File: src/rtl/qrci_pkg.sv
// Package: QR codeword interleave address tables, types and divider step.
package qrci_pkg;

  localparam int unsigned WordW   = 12;  // codeword index width
  localparam int unsigned BlockW  = 7;   // block count width
  localparam int unsigned VersW   = 6;
  localparam int unsigned LevelW  = 2;
  localparam int unsigned IndexW  = 15;
  localparam int unsigned VersMax = 40;
  localparam int unsigned Levels  = 4;

  // Fixed function-pattern module counts
  localparam logic [15:0] FinderMods = 16'(8 * 8 * 3);
  localparam logic [15:0] VinfoMods  = 16'(6 * 3 * 2);
  localparam logic [15:0] FormatMods = 16'(15 * 2 + 1);
  localparam logic [7:0]  SideBase   = 8'd17;

  localparam logic [WordW-1:0] DATA_CW_ROM [VersMax][Levels] = '{
    '{12'd19, 12'd16, 12'd13, 12'd9},       '{12'd34, 12'd28, 12'd22, 12'd16},
    '{12'd55, 12'd44, 12'd34, 12'd26},      '{12'd80, 12'd64, 12'd48, 12'd36},
    '{12'd108, 12'd86, 12'd62, 12'd46},     '{12'd136, 12'd108, 12'd76, 12'd60},
    '{12'd156, 12'd124, 12'd88, 12'd66},    '{12'd194, 12'd154, 12'd110, 12'd86},
    '{12'd232, 12'd182, 12'd132, 12'd100},  '{12'd274, 12'd216, 12'd154, 12'd122},
    '{12'd324, 12'd254, 12'd180, 12'd140},  '{12'd370, 12'd290, 12'd206, 12'd158},
    '{12'd428, 12'd334, 12'd244, 12'd180},  '{12'd461, 12'd365, 12'd261, 12'd197},
    '{12'd523, 12'd415, 12'd295, 12'd223},  '{12'd589, 12'd453, 12'd325, 12'd253},
    '{12'd647, 12'd507, 12'd367, 12'd283},  '{12'd721, 12'd563, 12'd397, 12'd313},
    '{12'd795, 12'd627, 12'd445, 12'd341},  '{12'd861, 12'd669, 12'd485, 12'd385},
    '{12'd932, 12'd714, 12'd512, 12'd406},  '{12'd1006, 12'd782, 12'd568, 12'd442},
    '{12'd1094, 12'd860, 12'd614, 12'd464}, '{12'd1174, 12'd914, 12'd664, 12'd514},
    '{12'd1276, 12'd1000, 12'd718, 12'd538}, '{12'd1370, 12'd1062, 12'd754, 12'd596},
    '{12'd1468, 12'd1128, 12'd808, 12'd628}, '{12'd1531, 12'd1193, 12'd871, 12'd661},
    '{12'd1631, 12'd1267, 12'd911, 12'd701}, '{12'd1735, 12'd1373, 12'd985, 12'd745},
    '{12'd1843, 12'd1455, 12'd1033, 12'd793}, '{12'd1955, 12'd1541, 12'd1115, 12'd845},
    '{12'd2071, 12'd1631, 12'd1171, 12'd901}, '{12'd2191, 12'd1725, 12'd1231, 12'd961},
    '{12'd2306, 12'd1812, 12'd1286, 12'd986}, '{12'd2434, 12'd1914, 12'd1354, 12'd1054},
    '{12'd2566, 12'd1992, 12'd1426, 12'd1096}, '{12'd2702, 12'd2102, 12'd1502, 12'd1142},
    '{12'd2812, 12'd2216, 12'd1582, 12'd1222}, '{12'd2956, 12'd2334, 12'd1666, 12'd1276}
  };

  localparam logic [BlockW-1:0] BLOCKS [VersMax][Levels] = '{
    '{7'd1, 7'd1, 7'd1, 7'd1},     '{7'd1, 7'd1, 7'd1, 7'd1},
    '{7'd1, 7'd1, 7'd2, 7'd2},     '{7'd1, 7'd2, 7'd2, 7'd4},
    '{7'd1, 7'd2, 7'd4, 7'd4},     '{7'd2, 7'd4, 7'd4, 7'd4},
    '{7'd2, 7'd4, 7'd6, 7'd5},     '{7'd2, 7'd4, 7'd6, 7'd6},
    '{7'd2, 7'd5, 7'd8, 7'd8},     '{7'd4, 7'd5, 7'd8, 7'd8},
    '{7'd4, 7'd5, 7'd8, 7'd11},    '{7'd4, 7'd8, 7'd10, 7'd11},
    '{7'd4, 7'd9, 7'd12, 7'd16},   '{7'd4, 7'd9, 7'd16, 7'd16},
    '{7'd6, 7'd10, 7'd12, 7'd18},  '{7'd6, 7'd10, 7'd17, 7'd16},
    '{7'd6, 7'd11, 7'd16, 7'd19},  '{7'd6, 7'd13, 7'd18, 7'd21},
    '{7'd7, 7'd14, 7'd21, 7'd25},  '{7'd8, 7'd16, 7'd20, 7'd25},
    '{7'd8, 7'd17, 7'd23, 7'd25},  '{7'd9, 7'd17, 7'd23, 7'd34},
    '{7'd9, 7'd18, 7'd25, 7'd30},  '{7'd10, 7'd20, 7'd27, 7'd32},
    '{7'd12, 7'd21, 7'd29, 7'd35}, '{7'd12, 7'd23, 7'd34, 7'd37},
    '{7'd12, 7'd25, 7'd34, 7'd40}, '{7'd13, 7'd26, 7'd35, 7'd42},
    '{7'd14, 7'd28, 7'd38, 7'd45}, '{7'd15, 7'd29, 7'd40, 7'd48},
    '{7'd16, 7'd31, 7'd43, 7'd51}, '{7'd17, 7'd33, 7'd45, 7'd54},
    '{7'd18, 7'd35, 7'd48, 7'd57}, '{7'd19, 7'd37, 7'd51, 7'd60},
    '{7'd19, 7'd38, 7'd53, 7'd63}, '{7'd20, 7'd40, 7'd56, 7'd66},
    '{7'd21, 7'd43, 7'd59, 7'd70}, '{7'd22, 7'd45, 7'd62, 7'd74},
    '{7'd24, 7'd47, 7'd65, 7'd77}, '{7'd25, 7'd49, 7'd68, 7'd81}
  };

  localparam logic [0:0] CfgVersion = 1'b0;
  localparam logic [0:0] CfgLevel   = 1'b1;

  typedef enum logic [1:0] {
    MODE_SMALL,
    MODE_LARGE,
    MODE_ERR
  } mode_e;

  typedef struct packed {
    logic [WordW:0]   rem;
    logic [WordW-1:0] qn;
  } div_t;

  // One restoring-division step: dividend bits shift out of qn, quotient in.
  function automatic div_t div_step(div_t cur, logic [WordW-1:0] dvs);
    div_t             nxt;
    logic [WordW:0]   trial;
    trial = {cur.rem[WordW-1:0], cur.qn[WordW-1]};
    if (trial >= {1'b0, dvs}) begin
      nxt.rem = trial - {1'b0, dvs};
      nxt.qn  = {cur.qn[WordW-2:0], 1'b1};
    end else begin
      nxt.rem = trial;
      nxt.qn  = {cur.qn[WordW-2:0], 1'b0};
    end
    return nxt;
  endfunction

endpackage

File: src/rtl/qr_codeword_interleave_address_top.sv
// Top level: QR codeword interleave address generator.
//
// Maps a bit index of the data or error-word stream of a QR symbol to its
// bit position in the interleaved codeword buffer.
// Channels: config write (cfg_valid_i/cfg_ready_o, index 0 = version,
// 1 = error level), input items (in_*), results (out_*), all valid/ready.
// After reset and after every config write a sequencer derives the block
// layout (capacity, two 12-step divisions by the block count, one product);
// in_ready_o and cfg_ready_o are low while it runs.
// Pipeline: one select stage, twelve divider stages (one quotient bit per
// stage), one multiply stage and the output register: 15 register stages.
// One item per cycle sustained while the receiver keeps accepting results.
// When the receiver stalls with a result held, the whole pipeline freezes
// and in_ready_o drops; nothing is lost or repeated.
// Reset returns version 1, level L and empties the pipeline.
module qr_codeword_interleave_address_top
  import qrci_pkg::*;
(
  input  logic              clk_i,
  input  logic              rst_ni,
  input  logic              cfg_valid_i,
  output logic              cfg_ready_o,
  input  logic [0:0]        cfg_index_i,
  input  logic [VersW-1:0]  cfg_data_i,
  input  logic              in_valid_i,
  output logic              in_ready_o,
  input  logic              kind_i,
  input  logic [IndexW-1:0] bit_index_i,
  output logic              out_valid_o,
  input  logic              out_ready_i,
  output logic [IndexW-1:0] buffer_bit_position_o,
  output logic              past_end_o
);

  localparam int unsigned Steps = WordW;

  typedef enum logic [2:0] {
    S_IDLE, S_CAP, S_SQR, S_TOT, S_DIV1, S_DIV2, S_THR
  } seq_e;

  seq_e              state_q;
  logic [VersW-1:0]  ver_q;
  logic [LevelW-1:0] lvl_q;
  logic [5:0]        vidx_q;
  logic [7:0]        side_q;
  logic [2:0]        n_q;
  logic [15:0]       sq_q;
  logic [5:0]        nn_q;
  div_t              sd_q;
  logic [3:0]        cnt_q;
  logic [WordW-1:0]  dw_q, ew_q, dsmall_q, dlarge_q, ewb_q, thr_q;
  logic [BlockW-1:0] blocks_q, small_q, large_q;
  logic              ewb_zero_q;

  logic        busy;
  logic [5:0]  vc;
  logic [11:0] v37;
  logic [15:0] align, timing, vinfo, func, capbits;
  logic [WordW-1:0] total;
  div_t        sd_nxt;

  assign busy        = (state_q != S_IDLE);
  assign cfg_ready_o = !busy;

  always_comb begin
    if (ver_q == 6'd0) vc = 6'd1;
    else if (ver_q > 6'(VersMax)) vc = 6'(VersMax);
    else vc = ver_q;
    v37 = 12'(vc) * 12'd37;   // v / 7 for v <= 40
    align  = (vidx_q != 6'd0) ? 16'(25 * (16'(nn_q) - 16'd3)) : 16'd0;
    timing = (16'(side_q) - 16'd16 -
              ((vidx_q != 6'd0) ? 16'(5 * (16'(n_q) - 16'd2)) : 16'd0)) << 1;
    vinfo  = (vidx_q >= 6'd6) ? VinfoMods : 16'd0;
    func   = FinderMods + align + timing + vinfo + FormatMods;
    capbits = sq_q - func;
    total   = capbits[WordW+2:3];
    sd_nxt  = div_step(sd_q, 12'(blocks_q));
  end

  always_ff @(posedge clk_i or negedge rst_ni) begin
    if (!rst_ni) begin
      state_q <= S_CAP;
      ver_q   <= 6'd1;
      lvl_q   <= 2'd0;
      cnt_q   <= 4'd0;
    end else begin
      case (state_q)
        S_IDLE: begin
          if (cfg_valid_i) begin
            if (cfg_index_i == CfgVersion) ver_q <= cfg_data_i;
            else lvl_q <= cfg_data_i[LevelW-1:0];
            state_q <= S_CAP;
          end
        end
        S_CAP: begin
          vidx_q   <= vc - 6'd1;
          side_q   <= SideBase + {vc, 2'b00};
          n_q      <= 3'(v37[11:8] + 4'd2);
          dw_q     <= DATA_CW_ROM[vc - 6'd1][lvl_q];
          blocks_q <= BLOCKS[vc - 6'd1][lvl_q];
          state_q  <= S_SQR;
        end
        S_SQR: begin
          sq_q    <= 16'(side_q) * 16'(side_q);
          nn_q    <= 6'(n_q) * 6'(n_q);
          state_q <= S_TOT;
        end
        S_TOT: begin
          ew_q    <= total - dw_q;
          sd_q    <= '{rem: '0, qn: dw_q};
          cnt_q   <= 4'd0;
          state_q <= S_DIV1;
        end
        S_DIV1: begin
          sd_q  <= sd_nxt;
          cnt_q <= cnt_q + 4'd1;
          if (cnt_q == 4'(Steps - 1)) begin
            dsmall_q <= sd_nxt.qn;
            dlarge_q <= sd_nxt.qn + 12'd1;
            large_q  <= sd_nxt.rem[BlockW-1:0];
            small_q  <= blocks_q - sd_nxt.rem[BlockW-1:0];
            sd_q     <= '{rem: '0, qn: ew_q};
            cnt_q    <= 4'd0;
            state_q  <= S_DIV2;
          end
        end
        S_DIV2: begin
          sd_q  <= sd_nxt;
          cnt_q <= cnt_q + 4'd1;
          if (cnt_q == 4'(Steps - 1)) begin
            ewb_q      <= sd_nxt.qn;
            ewb_zero_q <= (sd_nxt.qn == '0);
            state_q    <= S_THR;
          end
        end
        S_THR: begin
          thr_q   <= 12'(dsmall_q * 12'(small_q));
          state_q <= S_IDLE;
        end
        default: state_q <= S_IDLE;
      endcase
    end
  end

  // ---------------- item pipeline ----------------
  logic en;
  assign en         = !out_valid_o || out_ready_i;
  assign in_ready_o = en && !busy;

  logic [WordW-1:0] word;
  assign word = bit_index_i[IndexW-1:3];

  logic             sel_end;
  mode_e            sel_mode;
  logic [WordW-1:0] sel_n, sel_d;

  always_comb begin
    sel_end  = 1'b0;
    sel_mode = MODE_SMALL;
    sel_n    = word;
    sel_d    = dsmall_q;
    if (!kind_i) begin
      sel_end = (word >= dw_q);
      if (word >= thr_q) begin
        sel_mode = MODE_LARGE;
        sel_n    = word - thr_q;
        sel_d    = dlarge_q;
      end
    end else begin
      sel_end  = (word >= ew_q) || ewb_zero_q;
      sel_mode = MODE_ERR;
      sel_d    = ewb_q;
    end
  end

  logic             pv_q   [Steps+1];
  div_t             pd_q   [Steps+1];
  logic [WordW-1:0] pdv_q  [Steps+1];
  mode_e            pm_q   [Steps+1];
  logic             pe_q   [Steps+1];
  logic [2:0]       pb_q   [Steps+1];

  always_ff @(posedge clk_i or negedge rst_ni) begin
    if (!rst_ni) begin
      for (int k = 0; k <= Steps; k++) pv_q[k] <= 1'b0;
    end else if (en) begin
      pv_q[0] <= in_valid_i && in_ready_o;
      for (int k = 1; k <= Steps; k++) pv_q[k] <= pv_q[k-1];
    end
  end

  always_ff @(posedge clk_i) begin
    if (en) begin
      pd_q[0]  <= '{rem: '0, qn: sel_n};
      pdv_q[0] <= sel_d;
      pm_q[0]  <= sel_mode;
      pe_q[0]  <= sel_end;
      pb_q[0]  <= bit_index_i[2:0];
      for (int k = 1; k <= Steps; k++) begin
        pd_q[k]  <= div_step(pd_q[k-1], pdv_q[k-1]);
        pdv_q[k] <= pdv_q[k-1];
        pm_q[k]  <= pm_q[k-1];
        pe_q[k]  <= pe_q[k-1];
        pb_q[k]  <= pb_q[k-1];
      end
    end
  end

  // Multiply stage
  logic [WordW-1:0] rem_f, quo_f, lim;
  assign rem_f = pd_q[Steps].rem[WordW-1:0];
  assign quo_f = pd_q[Steps].qn;
  assign lim   = ((rem_f + 12'd1) < dsmall_q) ? rem_f + 12'd1 : dsmall_q;

  logic             mv_q, me_q;
  logic [WordW-1:0] p1_q, p2_q, mq_q, off_q;
  logic [2:0]       mb_q;

  always_ff @(posedge clk_i or negedge rst_ni) begin
    if (!rst_ni) begin
      mv_q        <= 1'b0;
      out_valid_o <= 1'b0;
    end else if (en) begin
      mv_q        <= pv_q[Steps];
      out_valid_o <= mv_q;
    end
  end

  always_ff @(posedge clk_i) begin
    if (en) begin
      if (pm_q[Steps] == MODE_LARGE) begin
        p1_q <= 12'(rem_f * 12'(large_q));
        p2_q <= 12'(lim * 12'(small_q));
      end else begin
        p1_q <= 12'(rem_f * 12'(blocks_q));
        p2_q <= '0;
      end
      off_q <= (pm_q[Steps] == MODE_ERR) ? dw_q : '0;
      mq_q  <= quo_f;
      me_q  <= pe_q[Steps];
      mb_q  <= pb_q[Steps];
      past_end_o            <= me_q;
      buffer_bit_position_o <= me_q ? '0 : {12'(p1_q + p2_q + mq_q + off_q), mb_q};
    end
  end

endmodule

File: config.mk
export PLATFORM = sky130hd
export DESIGN_NAME = qr_codeword_interleave_address_top
export DESIGN_NICKNAME = d
export VERILOG_FILES = /design/src/rtl/qrci_pkg.sv /design/src/rtl/qr_codeword_interleave_address_top.sv
export SDC_FILE = /design/constraint.sdc
export NUM_CORES = 2
export LEC_CHECK = 0
export BUFFER_PORTS_ARGS = -buffer_cell sky130_fd_sc_hd__buf_2
export CAP_MARGIN = 40
export CORE_MARGIN = 4
export CORE_UTILIZATION = 50
export CTS_BUF_LIST = sky130_fd_sc_hd__clkbuf_4 sky130_fd_sc_hd__clkbuf_8 sky130_fd_sc_hd__clkbuf_16
export CTS_CLUSTER_SIZE = 25
export DETAILED_ROUTE_END_ITERATION = 8
export PLACE_DENSITY = 0.65
export SYNTH_ARGS = -nofsm -noshare
export SYNTH_HDL_FRONTEND = slang
export SYNTH_SLANG_ARGS = --single-unit
File: constraint.sdc
create_clock -name clk_i -period 30.2 [get_ports clk_i]
set_clock_uncertainty 0.2 [all_clocks]
set_input_delay 3.02 -clock clk_i [delete_from_list [all_inputs] [get_ports clk_i]]
set_output_delay 3.02 -clock clk_i [all_outputs]
set_load 0.005 [all_outputs]
; ---- Word level (Yosys, flattened, before mapping)
; Memory sizes are Yosys's and may differ from the RTL's. A register that Yosys moved wholly into a read port is not among the register bits.
; Index checks and enable logic that the tools add are counted.
; W data, S select, Z words.
[op_classes]
order_cmp = 21
n_eq_ne = 12
n_mux = 59
n_mul = 9
n_bitwise = 3
n_reduce_logical = 22
n_addsub = 34
[ops]
columns = op, n
row1 = $mux W25, 24
row2 = $ge A13 B12 Y1, 12
row3 = $sub A13 B12 Y13, 12
row4 = $mux W12, 8
row5 = $mux W48, 2
row6 = $pmux W24 S3, 1
row7 = $mux W28, 2
row8 = $mul A12 B7 Y12, 4
row9 = $mux W24, 2
row10 = $add A12 B12 Y12, 3
row11 = $ge A12 B12 Y1, 3
row12 = $add A12 B1 Y12 const B, 2
row13 = $bmux W12 S2, 1
row14 = $sub A12 B12 Y12, 2
row15 = $mux W6, 3
row16 = $pmux W3 S6, 1
row17 = $add A15 B15 Y15, 1
row18 = $add A15 B5 Y15 const B, 1
row19 = $add A15 B6 Y15, 1
row20 = $add A8 B15 Y15 const A, 1
row21 = $mul A8 B8 Y15, 1
row22 = $mux W15, 1
row23 = $reduce_and A3 Y1, 5
row24 = $sub A15 B15 Y15, 1
row25 = 47 further kinds, 66
[totals]
mem_bits_ro = 4864
ram_bits = 559
memories = 7
output_inout_bits = 19
inputBits = 28
register_bits = 250
[memory_table]
columns = memory, words, word_bits, rd, rd_ports_with_merged_regs, write_ports, line
row1 = (name not given), 64, 48, 1, 0, 0, qr_codeword_interleave_address_top.sv:99  ; dw_q <= DATA_CW_ROM[vc - 6'd1][lvl_q];
row2 = (name not given), 64, 28, 1, 0, 0, qr_codeword_interleave_address_top.sv:100  ; blocks_q <= BLOCKS[vc - 6'd1][lvl_q];
row3 = pd_q, 13, 25, 13, 0, 13, qr_codeword_interleave_address_top.sv:177  ; div_t pd_q [Steps+1];
row4 = pdv_q, 13, 12, 12, 0, 13, qr_codeword_interleave_address_top.sv:178  ; logic [WordW-1:0] pdv_q [Steps+1];
row5 = pb_q, 13, 3, 13, 1, 13, qr_codeword_interleave_address_top.sv:181  ; logic [2:0] pb_q [Steps+1];
row6 = pm_q, 13, 2, 13, 0, 13, qr_codeword_interleave_address_top.sv:179  ; mode_e pm_q [Steps+1];
row7 = 1 more memories, --, --, --, --, --, --

; ---- Depth between registers and ports, before layout
[logic_depth]
depth_word = 11
ltp_mapped = 31
depth_no_buf = 30

; ---- Worst setup path before layout
; No wires, ideal clock.
[synth_path]
path_kind = input to register
from = in out_ready_i
to = reg buffer_bit_position_o[0] (enable)
arrival_ns = 14.815
setup_slack_ns = 14.252
n_path_buf = 2
path_stages = 4
path_cell_list = nor2b_1 > clkbuf_1 > clkbuf_1 > inv_1
[synth_via]
elab_chain_len = 1
[synth_lines]
columns = item, line
row1 = start: declaration, qr_codeword_interleave_address_top.sv:30  ; input logic out_ready_i,
row2 = $logic_or A1 B1 Y1, qr_codeword_interleave_address_top.sv:147  ; assign en = !out_valid_o || out_ready_i;
row3 = end signal: assignment, qr_codeword_interleave_address_top.sv:243  ; buffer_bit_position_o <= me_q ? '0 : {12'(p1_q + p2_q + mq_q + off_q), mb_q};
row4 = end: declaration, qr_codeword_interleave_address_top.sv:31  ; output logic [IndexW-1:0] buffer_bit_position_o,
; No other way between the ends.
; A chain may end at the register's enable or synchronous reset.

==> results.toml <==
[run_status]
status = "finished, final reports clean"

[synthesis]
ys_types = 83
ys_seq_area_share_pct = 46.6
synth_cells = 4354
async_flop_share_pct = 3.90
synth-seq-cells = 770
synth.avg_cell_area_um2 = 11.3
synth_ff_type = "edfxtp_1"
synth_nets = 5015
syn-cell-area_um2 = 49300
ys_warn_count = 0
synth_edf_count = 740

[placed_design]
io_buffers = 46
hpwlAfterDp_mm = 78.8
placed_area_um2 = 51100
place_congestion = 0.906

[clocking]
path_clk_slew_ns = 0.06
cts_buffers = 81
cts-root-buf = "clkbuf_16"
hold_buffers = 0
cts_tree = "built"
postCtsSetupRepairBufs = 0
cts_sinks = 770
cts_buffer_depth = 3
clkLatencyLatePin_ns = 0.65
ctsResizeCount = 0
htree_levels = 3

[grt]
grt_max_degree = 203
grt_use_total_pct = 20.9
grt_pass1_vias = 31300
grt_pass1_wl_mm = 173
antenna_found_initial = 3
overflow = 0

[timing]
max_freq_mhz = 137
fin_crit_ns = 7.32
setup_viol = 0
rsz0062_at_grt = "no"
post-route-period-util_pct = 24.2
tns_ns = 0
slew_headroom_pct = 31.5
finalMaxSlewViolations = 0
tightest_slew_ns = 1.03
hold_viol = 0

[critical_path]
worstPathArrival_ns = 7.50
setup.worst_path.class = "flop to flop"
rr_worst_depth = 26
cp.depth = 26
required_ns = 30.38
path_buf_inv = 5
crit_family = "adder cells"
worst_setup_path_end_kind = "flop"
start_kind = "flop"
crit_fanout = 18
max_stage_delay_ns = 0.78
cp_slowest_cell = "edfxtp_1"

[detailed_routing]
avgRoutedWirePerCell_um = 18.7
drtAntennaViolNets = 0
vias = 31600
drt-initial-drc-count = 2378
wl_mm = 107
post_drt_via_cell_ratio = 5.51
first_pass_iters = 5
drcViolationCount = 0

[die]
dieArea_um2 = 104000
die_y_um = 322
die_x_um = 322
ios = 47
core_um2 = 97300
rows = 114
start_util_pct = 50.7

[final_layout]
layout-drive-gt1-share_pct = 9.07
postLayoutCoreUtil_pct = 55.4
area_growth_pct = 9.26
n_antenna_cell = 0
nets = 5051
final_area_um2 = 53900

[hold_path]
hold_class = "flop to flop"
holdPathStages = 0

[job]
drv_cap = 0
## Yosys cell counts, types with 48 or more instances
master / instances / share of area [%]
edfxtp_1: 740 / 45
inv_1: 540 / 4.1
ha_1: 434 / 11
nand2_1: 352 / 2.7
a21oi_1: 213 / 2.2
o21ai_0: 204 / 2.1
xnor2_1: 201 / 3.6
fa_1: 199 / 8.1
nor2_1: 196 / 1.5
and2_1: 135 / 1.7
mux2_2: 131 / 3.0
clkbuf_1: 112 / 0.85
xor2_1: 84 / 1.5
nor2b_1: 82 / 1.0
a21o_1: 74 / 1.1
mux2i_1: 65 / 1.3
nor3_1: 65 / 0.66
nand3_1: 61 / 0.62
nand2b_1: 48 / 0.61
## worst reg2reg max path: stages, from the launching register on
cell and delay (ns):
edfxtp_1 0.78, and4_1 0.41, nand4_1 0.14, xnor2_1 0.24, ha_1 0.34, a21o_1 0.11, nand2_1 0.06, a31o_2 0.27
nor2_2 0.28, buf_8 0.21, mux2_2 0.41, and2_1 0.19, fa_1 0.53, inv_1 0.05, fa_1 0.52, inv_1 0.05
fa_1 0.47, inv_1 0.05, fa_1 0.47, inv_1 0.04, ha_1 0.28, a21oi_1 0.21, o21bai_1 0.09, a21oi_1 0.24
o21ai_0 0.18, xnor2_1 0.19, nor2_1 0.05
## state kept, by name, indices dropped and copies added (netlist names), 13 cells and up
name,cells
pe_q,13
pv_q,13
buffer_bit_position_o,15
pb_q,39
pm_q,26
pd_q,300
pdv_q,144
sd_q,24
## worst paths after layout
check	start	to	slack, ns
min reg2reg	pd_q[0][54]	pd_q[0][80]	0.21
max reg2reg	pd_q[1][115]	p2_q[11]	22.88
max	pd_q[1][115]	p2_q[11]	22.88
max in group asynchronous	rst_ni	ver_q[0]	27.21
min	pd_q[0][54]	pd_q[0][80]	0.21
min in group asynchronous	rst_ni	pv_q[11]	2.23
## placed cells by master (no fill, tap or decap), types with 14 or more instances in the layout
master / netlist / final
o2111ai_1: 15 / 15
a21o_1: 74 / 74
nor3_1: 65 / 62
clkbuf_16: 0 / 85
o311ai_0: 14 / 14
nand4_1: 43 / 43
nor2_1: 196 / 196
a21boi_0: 18 / 18
nand2_1: 352 / 352
o21ai_0: 204 / 203
o21ai_1: 15 / 16
a21oi_1: 213 / 213
xor2_1: 84 / 84
clkbuf_4: 0 / 18
fa_1: 199 / 199
nand3_1: 61 / 61
xnor2_1: 201 / 200
inv_1: 540 / 539
ha_1: 434 / 433
nand2b_1: 48 / 48
nor2b_1: 82 / 81
a31oi_1: 22 / 22
edfxtp_1: 740 / 740
o21bai_1: 35 / 35
mux2_2: 131 / 131
dfrtp_1: 28 / 28
mux2i_1: 65 / 65
buf_2: 21 / 46
buf_4: 4 / 37
a211oi_1: 17 / 17
and2_1: 135 / 135
o211ai_1: 23 / 23
## metal layers
layer / global-route usage [%] / wire, um / part of all wire (%)
met2: 33.4 / 49100 / 46
met5: 0 / 7 / 0.0065
met3: 2.94 / 6280 / 5.9
met1: 30.4 / 49500 / 46
met4: 5.09 / 2200 / 2.1
## through the flow
step,setup WS (ns),instances,hold slack [ns]
6_report,22.88,5730,0.214
5_1_grt,22.39,5730,0.218
4_1_cts,22.91,5730,0.207
3_5_place_dp,22.92,5583,0.205
3_3_place_gp,22.71,5561,0.201
2_1_floorplan,14.25,4354,0.200
## kinds of logic (layout without fill, tap and decap cells)
group           after synthesis  after routing  share of synthesized area, %
simple gates               1039           1039                          10.2
compound gates              737            737                          9.22
xor+xnor                    287            287                          5.14
flops                       770            770                          46.6
buf+inv                     690            790                          5.39
fa+ha+maj                   633            633                          19.1
mux                         198            198                          4.37
## cell type report
cell class / instances / area, um^2
Fill cell: 8296 / 43400
Multi-Input combinational cell: 2894 / 23700
Sequential cell: 770 / 23000
Clock buffer: 105 / 2290
Inverter: 544 / 2050
Tap cell: 1276 / 1600
Timing Repair Buffer: 99 / 766
Clock inverter: 42 / 489
Power is not shown: default switching activity piles up to over one toggle a cycle in this logic, so the estimate is an artifact.
